**src/mcas_pkg.sv**
```systemverilog
// Package for the min-cost assignment solver: defaults, controller states, command/status types.
package mcas_pkg;

  localparam int MAX_ROWS_DEF  = 16;
  localparam int MAX_COLS_DEF  = 16;
  localparam int COST_BITS_DEF = 16;

  localparam int IDX_W   = 4;   // row/column index fields
  localparam int SIZE_W  = 5;   // size registers
  localparam int TOTAL_W = 20;  // reported total
  localparam int CFG_IDX_W = 2;

  localparam logic [CFG_IDX_W-1:0] REG_ROWS = CFG_IDX_W'(0);
  localparam logic [CFG_IDX_W-1:0] REG_COLS = CFG_IDX_W'(1);

  typedef enum logic [3:0] {
    ST_IDLE,
    ST_START,
    ST_ROW_INIT,
    ST_LOOP,
    ST_SCAN_TEST,
    ST_SCAN_CAND,
    ST_SCAN_UPD,
    ST_UPD,
    ST_AUG,
    ST_NEXT_ROW,
    ST_FINISH,
    ST_ASSIGN,
    ST_EMIT,
    ST_EMIT_ERR
  } mcas_state_t;

  typedef struct packed {
    logic load;
    logic start;
    logic row_init;
    logic loop_visit;
    logic scan_skip;
    logic scan_done;
    logic scan_cand;
    logic scan_upd;
    logic upd_step;
    logic aug_step;
    logic next_row;
    logic finish;
    logic assign_step;
    logic emit_next;
  } mcas_cmd_t;

  typedef struct packed {
    logic err;
    logic j0_free;
    logic scan_end;
    logic cur_visited;
    logic j1_ok;
    logic upd_last;
    logic aug_more;
    logic rows_last;
    logic assign_last;
    logic emit_last;
  } mcas_sts_t;

endpackage

```
**src/mcas_ctrl.sv**
```systemverilog
// Controller state machine for the min-cost assignment solver.
module mcas_ctrl (
  input  logic                clk,
  input  logic                rst,
  input  logic                item_valid,
  output logic                item_ready,
  input  logic                last_entry,
  output logic                result_valid,
  input  logic                result_ready,
  input  mcas_pkg::mcas_sts_t sts,
  output mcas_pkg::mcas_cmd_t cmd
);

  mcas_pkg::mcas_state_t state, state_next;

  always_ff @(posedge clk) begin
    if (rst) begin
      state <= mcas_pkg::ST_IDLE;
    end else begin
      state <= state_next;
    end
  end

  always_comb begin
    state_next   = state;
    cmd          = '0;
    item_ready   = 1'b0;
    result_valid = 1'b0;
    case (state)
      mcas_pkg::ST_IDLE: begin
        item_ready = 1'b1;
        if (item_valid) begin
          cmd.load = 1'b1;
          if (last_entry) state_next = mcas_pkg::ST_START;
        end
      end
      mcas_pkg::ST_START: begin
        cmd.start  = 1'b1;
        state_next = sts.err ? mcas_pkg::ST_EMIT_ERR : mcas_pkg::ST_ROW_INIT;
      end
      mcas_pkg::ST_ROW_INIT: begin
        cmd.row_init = 1'b1;
        state_next   = mcas_pkg::ST_LOOP;
      end
      mcas_pkg::ST_LOOP: begin
        if (sts.j0_free) begin
          state_next = mcas_pkg::ST_AUG;
        end else begin
          cmd.loop_visit = 1'b1;
          state_next     = mcas_pkg::ST_SCAN_TEST;
        end
      end
      mcas_pkg::ST_SCAN_TEST: begin
        if (sts.scan_end) begin
          cmd.scan_done = 1'b1;
          state_next    = sts.j1_ok ? mcas_pkg::ST_UPD : mcas_pkg::ST_AUG;
        end else if (sts.cur_visited) begin
          cmd.scan_skip = 1'b1;
        end else begin
          state_next = mcas_pkg::ST_SCAN_CAND;
        end
      end
      mcas_pkg::ST_SCAN_CAND: begin
        cmd.scan_cand = 1'b1;
        state_next    = mcas_pkg::ST_SCAN_UPD;
      end
      mcas_pkg::ST_SCAN_UPD: begin
        cmd.scan_upd = 1'b1;
        state_next   = mcas_pkg::ST_SCAN_TEST;
      end
      mcas_pkg::ST_UPD: begin
        cmd.upd_step = 1'b1;
        if (sts.upd_last) state_next = mcas_pkg::ST_LOOP;
      end
      mcas_pkg::ST_AUG: begin
        if (sts.aug_more) begin
          cmd.aug_step = 1'b1;
        end else begin
          state_next = mcas_pkg::ST_NEXT_ROW;
        end
      end
      mcas_pkg::ST_NEXT_ROW: begin
        cmd.next_row = 1'b1;
        state_next   = sts.rows_last ? mcas_pkg::ST_FINISH : mcas_pkg::ST_ROW_INIT;
      end
      mcas_pkg::ST_FINISH: begin
        cmd.finish = 1'b1;
        state_next = mcas_pkg::ST_ASSIGN;
      end
      mcas_pkg::ST_ASSIGN: begin
        cmd.assign_step = 1'b1;
        if (sts.assign_last) state_next = mcas_pkg::ST_EMIT;
      end
      mcas_pkg::ST_EMIT: begin
        result_valid = 1'b1;
        if (result_ready) begin
          if (sts.emit_last) begin
            state_next = mcas_pkg::ST_IDLE;
          end else begin
            cmd.emit_next = 1'b1;
          end
        end
      end
      mcas_pkg::ST_EMIT_ERR: begin
        result_valid = 1'b1;
        if (result_ready) state_next = mcas_pkg::ST_IDLE;
      end
      default: state_next = mcas_pkg::ST_IDLE;
    endcase
  end

endmodule

```
**config.mk**
```make
export PLATFORM = sky130hd
export DESIGN_NAME = mcas_ctrl
export DESIGN_NICKNAME = d
export VERILOG_FILES = /design/src/mcas_pkg.sv /design/src/mcas_ctrl.sv
export SDC_FILE = /design/constraint.sdc
export NUM_CORES = 1
export LEC_CHECK = 0
export BUFFER_PORTS_ARGS = -buffer_cell sky130_fd_sc_hd__buf_2
export CAP_MARGIN = 20
export CORE_MARGIN = 2
export CORE_UTILIZATION = 23
export CTS_BUF_LIST = sky130_fd_sc_hd__clkbuf_8
export DETAILED_ROUTE_END_ITERATION = 8
export HOLD_SLACK_MARGIN = 0.08
export MAX_ROUTING_LAYER = met4
export RECOVER_POWER = 25
export SLEW_MARGIN = 25
export SYNTH_ARGS = -nofsm -noshare
export SYNTH_HDL_FRONTEND = slang
export SYNTH_SLANG_ARGS = --single-unit
```
**constraint.sdc**
```tcl
create_clock -name clk -period 2.4 [get_ports clk]
set_input_delay 0.36 -clock clk [delete_from_list [all_inputs] [get_ports clk]]
set_output_delay 0.36 -clock clk [all_outputs]
set_load 0.05 [all_outputs]
```
==> out/results.txt, run 1 <==
Status: finished clean
Pre-CTS setup slack: 0.282 ns
Max reg flops: 4
Slew Viols, Final: 0
Nets: 121
Hpwl dp: 1190 um
WS Path Type: register to register
Final WL: 1480 um
Final GP Congestion: 0.823
Post-route DRC: 0
Fillers: 228
Met3 GRT Util: 0.0303
DIE AREA: 0.00249 mm2
Pleak: 0.340 nW
Vias: 650
Die Span Y: 49.9 um
Hold depth: 2
Share of cells above drive strength 1: 0.365
CP Data Required Time: 2.52 ns
Max Cap Viol: 0
Clock latency on the worst-skew pair: 0.22 ns
Switch share: 0.549
Initial DRC count: 6
Min-Delay Startpoint: rst
FMAX: 475 MHz
Total grt overflow: 0
Worst slew margin: 0.602
Placeable core area: 0.00198 mm2
Final Hold Viols: 0
Internal power: 0.406 mW
Largest area contributor in the netlist: dfxtp_1
ANT nets after route: 0
Per-cell routed wire length: 11.3 um
Post-synthesis sequential area ratio: 0.165
Worst reg2reg startpoint: state[1]
Top Ports: 31
Root Buffer: clkbuf_8
Post-Syn Area per Cell: 6.74 um2
Sequential share of power: 0.140
Initial Util: 0.245
Hold buffers post-CTS: 0
GR Util met2: 0.207
Initial antenna violation count: 0
Arrival @ worst endpoint: 2.23 ns
Gate power share: 0.705
Number of CTS-inserted buffers: 3
Largest regs: state (4)
Setup ws final: 0.294 ns
Worst r2r path cells: 5
Area grow syn2layout: 49.0%
Yosys cell types: 34
Largest net degree at the start of global routing: 13
Syn Nets: 87
Clock sinks: 4
Final Power: 0.902 mW
Drt pass-1 iters: 4
Reg with most FFs: state
Synthesized flop and latch total: 4
Hold Path Sink: state[0]
Fin crit period: 2.11 ns
Vias per inst: 4.96
Clock power frac: 0.155
Port Buf Inserts: 30
Antenna diodes: 0
Final setup viols: 0
Worst Skew: 0.00293 ns
RR Endpoint: state[2]
Worst-Margin Slew: 0.599 ns
GRT Util Overall: 0.136
Post-synth top area share: 0.165
Final period utilization: 0.877
Power Density: 1250 mW/mm2
RSZ-0062 raised after global routing: false
Endpoint type of the worst setup path: register
Register-to-register setup slack: 0.29 ns
Crit-path max FO: 7
Met1 Use GR: 0.168
Synth area leaders: dfxtp_1 (16%), nor2_1 (8.5%), a211oi_1 (7.7%)
# rows: 16
Synth warn: 0
Post-synth design cell area: 485 um2
H-tree depth: 1
Clk buf depth: 2
TritonCTS clock tree: yes
Switch Pwr: 0.495 mW
Die width: 49.9 um
CTS clk-pin slew, worst paths: 0.03 ns
Critical path startpoint category: register
First-pass GRT wire length: 2540 um
Most frequent cells in the layout: buf_2 (25), nor2_1 (11), nand2_1 (6)
Peak-usage layer in the global routing report: met2
Syn Inst Count: 72
Commonest non-fill, non-tap cell in the layout: buf_2
Resize count post-CTS: 0
Vias in the first global route: 594
Min-delay worst type: primary input to register
VDD IR max: 464 uV
Setup bufs post-CTS: 0
Post-route setup TNS: 0 ns
[power by group through the flow]
| stage | Combinational [mW] | Clock, mW | Sequential (mW) |
|---|---|---|---|
| final | 0.635 | 0.140 | 0.126 |
| after global routing | 0.703 | 0.150 | 0.131 |
| after CTS | 0.642 | 0.141 | 0.127 |
| after detailed placement | 0.638 | 0 | 0.128 |
| after global placement | 0.638 | 0 | 0.128 |
| after floorplan | 0.505 | 0 | 0.122 |
[metal layers]
layer  vias up  routed length, um
met4         0                 21
met1       292                708
li1        329                  -
met3         3                105
met5         -                  0
met2        26                647
[layout make-up]
class                      instances  area [um2]  share of cell area
clock buffer                       3        41.3              0.0571
inverter                           4        15.0              0.0208
multi-input combinational         59         379               0.524
sequential                         4        80.1               0.111
tap                               27        33.8              0.0467
timing repair buffer              34         174               0.240
[critical path, stage by stage, from the launching register on]
cell,delay (ns)
dfxtp_1,0.42
nor2_2,0.10
and4b_4,0.22
or4_1,0.66
or3b_1,0.40
a211oi_1,0.23
[how the worst max path moves through the flow]
stage,from,endpoint,slack [ns],depth (start not counted)
after floorplan,state[0],cmd[13],0.09,2
final,state[1],state[2],0.29,5
after global placement,state[1],state[2],0.34,5
after detailed placement,state[1],state[2],0.28,5
after global routing,state[1],state[2],0.14,5
after CTS,state[1],state[2],0.27,5
[cell usage after synthesis (all sizes together)]
master and number:
a2111oi 1, a211oi 5, a21oi 5, a221oi 1, a22o 1, a22oi 1
a311oi 1, a31oi 1, and2 2, and3 2, and3b 1, and4b 1
buf 3, clkbuf 2, dfxtp 4, inv 4, mux2i 1, nand2 6
nand2b 3, nand3b 1, nor2 12, nor2b 1, nor3 2, nor4 2
o211a 1, o21ai 1, o22ai 2, or3b 3, or4 1, or4bb 1
[per-stage QoR]
| step | cells | util | hold slack, ns | area, um2 |
|---|---|---|---|---|
| after floorplan | 72 | - | 0.432 | 498 |
| after global placement | 128 | 0.347 | 0.583 | 688 |
| after detailed placement | 128 | 0.347 | 0.585 | 688 |
| after CTS | 131 | 0.368 | 0.361 | 729 |
| after global routing | 131 | 0.365 | 0.378 | 723 |
| final | 131 | 0.365 | 0.362 | 723 |
[kinds of logic after synthesis]
family,synth area share
buf+inv,0.0799
flops,0.165
simple gates,0.448
compound gates,0.286
mux,0.0206
Note: power is estimated with default switching activity, not from simulation.
==> inputs of run 2 (changes only) <==
Settings changed: CORE_ASPECT_RATIO from default to 0.7, SLEW_MARGIN 25 to 15.
==> run 2 against run 1 <==
The flow now finishes with violations (design-rule violations). Final cell count fell by 3.8%. First-iteration DRC count rose to 4.3 times the previous value. Critical endpoint unchanged. Routed wire length rose by 8.2%. Final area fell by 0.87%. Setup slack got worse by 0.078 ns. Highest routed layer is now met3. Combinational power barely moved. Via count rose by 1.5%. Register-to-register slack got worse by 0.08 ns. Non-clock buffer count did not move.
==> out/results.txt, run 2 (synthesis gave the netlist of run 1 again) <==
Sequential Area: 80.1 um2 (unchanged)
Top Ports: 31 (unchanged)
Final WL: 1600 um (+8.2%)
Post-route DRC: 1 (+1)
Met1 Use GR: 0.188 (+0.0201)
Worst-Margin Slew: 0.613 ns (+0.0140 ns)
VDD IR max: 305 uV (-34%)
GRT Util Overall: 0.132 (-0.00371)
Worst Skew: 0.00252 ns (-0.000407 ns)
Die Span Y: 42.4 um (-15%)
Number of CTS-inserted buffers: 3 (unchanged)
WS Path Type: register to register
CP Data Required Time: 2.53 ns (about the same)
FMAX: 458 MHz (-3.6%)
Internal power: 0.404 mW (-0.60%)
Min-delay worst type: primary input to register
Worst reg2reg startpoint: state[3]
Clock sinks: 4 (unchanged)
Arrival @ worst endpoint: 2.31 ns (+0.08 ns)
Final period utilization: 0.910 (+0.0325)
Port Buf Inserts: 30 (unchanged)
Initial antenna violation count: 0 (unchanged)
Final Hold Viols: 0 (unchanged)
Endpoint type of the worst setup path: register
Hold_ws: 0.365 ns (+0.00261 ns)
Max Cap Viol: 0 (unchanged)
Setup bufs post-CTS: 0 (unchanged)
RSZ-0062 raised after global routing: false
First-pass GRT wire length: 2520 um (-0.83%)
Root Buffer: clkbuf_8
Final GP Congestion: 0.839 (+2.0%)
Vias per inst: 5.24 (+5.6%)
Vias in the first global route: 564 (-5.1%)
Clock power frac: 0.152 (-0.003)
RR Endpoint: state[2]
Crit path launch: state[3]
Hpwl dp: 1290 um (+8.7%)
Clock latency on the worst-skew pair: 0.21 ns (about the same)
Resize count post-CTS: 0 (unchanged)
Gate power share: 0.699 (-0.006)
Crit path cell chain: nor2b_1, and4b_4, or4_1, or3b_1, a211oi_1
Largest net degree at the start of global routing: 13 (unchanged)
Final setup viols: 0 (unchanged)
Post-route setup TNS: 0 ns (unchanged)
CP endpoint: state[2]
Largest regs: state (4)
H-tree depth: 1 (unchanged)
Register-to-register setup slack: 0.22 ns (-0.08 ns)
Pre-CTS setup slack: 0.246 ns (-0.0369 ns)
Sequential share of power: 0.149 (+0.009)
Max reg flops: 4 (unchanged)
Pleak: 0.340 nW (+0.21%)
Final Power: 0.910 mW (+0.90%)
Switch Pwr: 0.506 mW (+2.1%)
Fin crit period: 2.18 ns (+0.0780 ns)
Nets: 121 (unchanged)
Status: finished with violations
# rows: 13 (-3)
DIE AREA: 0.00250 mm2 (+0.25%)
Peak-usage layer in the global routing report: met1
Commonest non-fill, non-tap cell in the layout: buf_2
Worst r2r path cells: 5 (unchanged)
Initial DRC count: 26 (+20)
Slew Viols, Final: 0 (unchanged)
Crit-path max FO: 10 (+3)
TritonCTS clock tree: yes
Max incr delay on CP: 0.67 ns (about the same)
Reg with most FFs: state
Hold buffers post-CTS: 0 (unchanged)
Failing checks: design-rule violations
Die width: 58.9 um (+18%)
Initial Util: 0.253 (+0.00798)
Vias: 660 (+1.5%)
Met3 GRT Util: 0.0525 (+0.0222)
Share of cells above drive strength 1: 0.365 (unchanged)
Setup ws final: 0.216 ns (-0.0780 ns)
Drt pass-1 iters: 6 (+2)
ANT nets after route: 0 (unchanged)
Worst slew margin: 0.593 (-0.00928)
CTS clk-pin slew, worst paths: 0.03 ns (about the same)
Most frequent cells in the layout: buf_2 (25), nor2_1 (11), nand2_1 (6)
Area grow syn2layout: 47.7%
Antenna diodes: 0 (unchanged)
Clk buf depth: 2 (unchanged)
Critical path startpoint category: register
Switch share: 0.556 (+0.00672)
Per-cell routed wire length: 12.7 um (+13%)
Multi-input logic area: 379 um2 (unchanged)
Total grt overflow: 0 (unchanged)
Placeable core area: 0.00192 mm2 (-3.2%)
GR Util met2: 0.180 (-0.0267)
Slowest-stage cell, CP: or4_1
Power Density: 1270 mW/mm2 (+1.8%)
Fillers: 216 (-5.3%)
-- run 2: per-layer routing --
layer,vias up,wire (um)
li1,331,-
met1,304,754
met2,25,747
met3,0,103
met4,0,0
met5,-,0
-- run 2: per-stage QoR --
stage / area (um2) / instances / utilization
after global routing: 717 / 126 / 0.374
after detailed placement: 682 / 123 / 0.355
after global placement: 682 / 123 / 0.355
after floorplan: 498 / 72 / -
final: 717 / 126 / 0.374
after CTS: 723 / 126 / 0.377
-- run 2: critical path: cells and delay by family, from the launching register on --
| kind | cells | cell delay, ns |
|---|---|---|
| AO/OA/AOI/OAI | 1 | 0.21 |
| flip-flops | 1 | 0.51 |
| AND/OR/NAND/NOR | 4 | 1.39 |
-- run 2: how the worst min path moves through the flow --
stage	start	to	slack (ns)	depth (start not counted)
after floorplan	rst	state[0]	0.43	1
after global placement	rst	state[0]	0.58	2
after detailed placement	rst	state[2]	0.58	2
after CTS	rst	state[2]	0.36	2
after global routing	rst	state[2]	0.36	2
final	rst	state[2]	0.36	2
-- run 2: cell type report --
cell class | count | area share
flip-flops and latches | 4 | 0.112
inverters | 4 | 0.0209
clock buffers | 3 | 0.0576
repair buffers | 34 | 0.243
well taps | 22 | 0.0384
multi-input cells | 59 | 0.529
-- run 2: power by group through the flow --
stage / sequential, mW / combinational [mW] / clock (mW)
3_3_place_gp: 0.132 / 0.636 / 0
2_1_floorplan: 0.122 / 0.505 / 0
3_5_place_dp: 0.135 / 0.634 / 0
6_report: 0.136 / 0.636 / 0.138
5_1_grt: 0.140 / 0.682 / 0.148
4_1_cts: 0.135 / 0.636 / 0.143
==> inputs of run 3 (changes only) <==
Settings changed: BUFFER_PORTS_ARGS -buffer_cell sky130_fd_sc_hd__buf_2 to default, DONT_BUFFER_PORTS from default to 1.
==> run 3 against run 2 <==
The flow still finishes with violations (design-rule violations). Setup slack worse by 0.067 ns. Critical path depth is 1 lower. Die area stayed put. Combinational power is 2% higher. Clock power hardly changed. Register-to-register slack worse by 0.04 ns. Total power is 3.2% higher. Clock skew hardly changed. Largest power group unchanged.
==> out/results.txt, run 3 (synthesis gave the netlist of run 1 again) <==
Status: finished with violations
Failing checks: design-rule violations
Max reg flops: 4 (unchanged)
Initial DRC count: 16 (-38%)
Die Span Y: 42.4 um (unchanged)
Final Hold Viols: 0 (unchanged)
Crit-path max FO: 10 (unchanged)
VDD IR max: 352 uV (+15%)
Pre-CTS setup slack: 0.196 ns (-0.0493 ns)
Vias per inst: 5.49 (+4.7%)
Slew Viols, Final: 0 (unchanged)
Hold buffers post-CTS: 0 (unchanged)
GRT Util Overall: 0.127 (-0.00575)
Per-cell routed wire length: 14.6 um (+15%)
Critical path startpoint category: register
Sequential Area: 80.1 um2 (unchanged)
Endpoint type of the worst setup path: primary output
Initial antenna violation count: 0 (unchanged)
Number of CTS-inserted buffers: 3 (unchanged)
ANT nets after route: 0 (unchanged)
DIE AREA: 0.00250 mm2 (unchanged)
Post-route DRC: 1 (unchanged)
Final instance area: 683 um2 (-4.7%)
Power Density: 1370 mW/mm2 (+8.3%)
Clock sinks: 4 (unchanged)
Clk buf depth: 2 (unchanged)
TritonCTS clock tree: yes
Placeable core area: 0.00192 mm2 (unchanged)
Initial Util: 0.253 (unchanged)
Final period utilization: 0.938 (+0.0279)
Antenna diodes: 0 (unchanged)
Worst Skew: 0.00252 ns (-0.000000180 ns)
Vias: 609 (-7.7%)
Slowest-stage cell, CP: clkbuf_1
Area grow syn2layout: 40.7%
Max incr delay on CP: 0.51 ns (-0.16 ns)
Nets: 106 (-12%)
Reg with most FFs: state
Port Buf Inserts: 0 (-100%)
Final WL: 1620 um (+1.2%)
WS Path Type: register to primary output
Final setup viols: 0 (unchanged)
Multi-input logic area: 379 um2 (unchanged)
CTS clk-pin slew, worst paths: 0.03 ns (about the same)
Pleak: 0.287 nW (-16%)
Largest regs: state (4)
Crit path cell chain: nor4_2, clkbuf_1, and2_1, buf_12
Most frequent cells in the layout: buf_4 (14), nor2_1 (11), nand2_1 (6), a21oi_1 (5), a211oi_1 (5)
Final GP Congestion: 0.861 (+2.7%)
Post-route setup TNS: 0 ns (unchanged)
Fillers: 210 (-2.8%)
FMAX: 444 MHz (-3.0%)
Top Ports: 31 (unchanged)
Root Buffer: clkbuf_8
First-pass GRT wire length: 2380 um (-5.5%)
# rows: 13 (unchanged)
RSZ-0062 raised after global routing: false
Commonest non-fill, non-tap cell in the layout: buf_4
Fin crit period: 2.25 ns (+0.0669 ns)
Total grt overflow: 0 (unchanged)
Share of cells above drive strength 1: 0.270 (-0.0957)
Worst slew margin: 0.546 (-0.0473)
Die width: 58.9 um (unchanged)
Vias in the first global route: 564 (unchanged)
Setup bufs post-CTS: 0 (unchanged)
Min-delay worst type: primary input to register
Hpwl dp: 1280 um (-1.3%)
H-tree depth: 1 (unchanged)
Largest net degree at the start of global routing: 11 (-2)
Clock latency on the worst-skew pair: 0.22 ns (about the same)
Resize count post-CTS: 0 (unchanged)
Drt pass-1 iters: 6 (unchanged)
Worst-Margin Slew: 0.681 ns (+0.0684 ns)
Arrival @ worst endpoint: 1.89 ns (-0.42 ns)
CP Data Required Time: 2.04 ns (-0.49 ns)
DP Area: 657 um2 (-3.7%)
Setup ws final: 0.149 ns (-0.0669 ns)
Max Cap Viol: 0 (unchanged)
## run 3: through the flow
stage	util	hold WS (ns)	std cells	total power, mW
5_1_grt	0.356	0.208	111	0.991
3_5_place_dp	0.342	0.435	108	0.806
6_report	0.356	0.211	111	0.939
2_1_floorplan	-	0.432	72	0.627
4_1_cts	0.364	0.210	111	0.950
3_3_place_gp	0.342	0.436	108	0.796
## run 3: layer usage
metal | routed length [um] | track usage | up-vias
li1 | - | - | 300
met1 | 732 | 0.163 | 273
met2 | 731 | 0.184 | 32
met4 | 29 | 0.0500 | 0
met5 | 0 | - | -
met3 | 130 | 0.0370 | 4
## run 3: layout make-up
type,count,share of cell area
clock buffer,3,0.0604
tap,22,0.0403
inverter,4,0.0220
timing repair buffer,19,0.205
multi-input combinational,59,0.555
sequential,4,0.117
## run 3: path summary, 6_finish.rpt
kind | slack, ns | end | cells after the start | startpoint
worst max register to register | 0.18 | state[2] | 5 | state[0]
worst max-delay path | 0.15 | cmd[13] | 4 | state[0]
worst min register to register | 0.80 | state[2] | 3 | state[2]
worst min-delay path | 0.21 | state[0] | 1 | rst
## run 3: critical path: cells and delay by family, from the launching register on
| family | cells | cell delay, ns |
|---|---|---|
| buf+inv | 2 | 0.65 |
| flops | 1 | 0.40 |
| simple gates | 2 | 0.62 |
## run 3: power by group
| group | switching [mW] | total, mW | leakage, nW | internal [mW] |
|---|---|---|---|---|
| clock | 0.0339 | 0.141 | 0.0216 | 0.107 |
| sequential | 0.0542 | 0.147 | 0.0331 | 0.0927 |
| combinational | 0.417 | 0.651 | 0.232 | 0.234 |
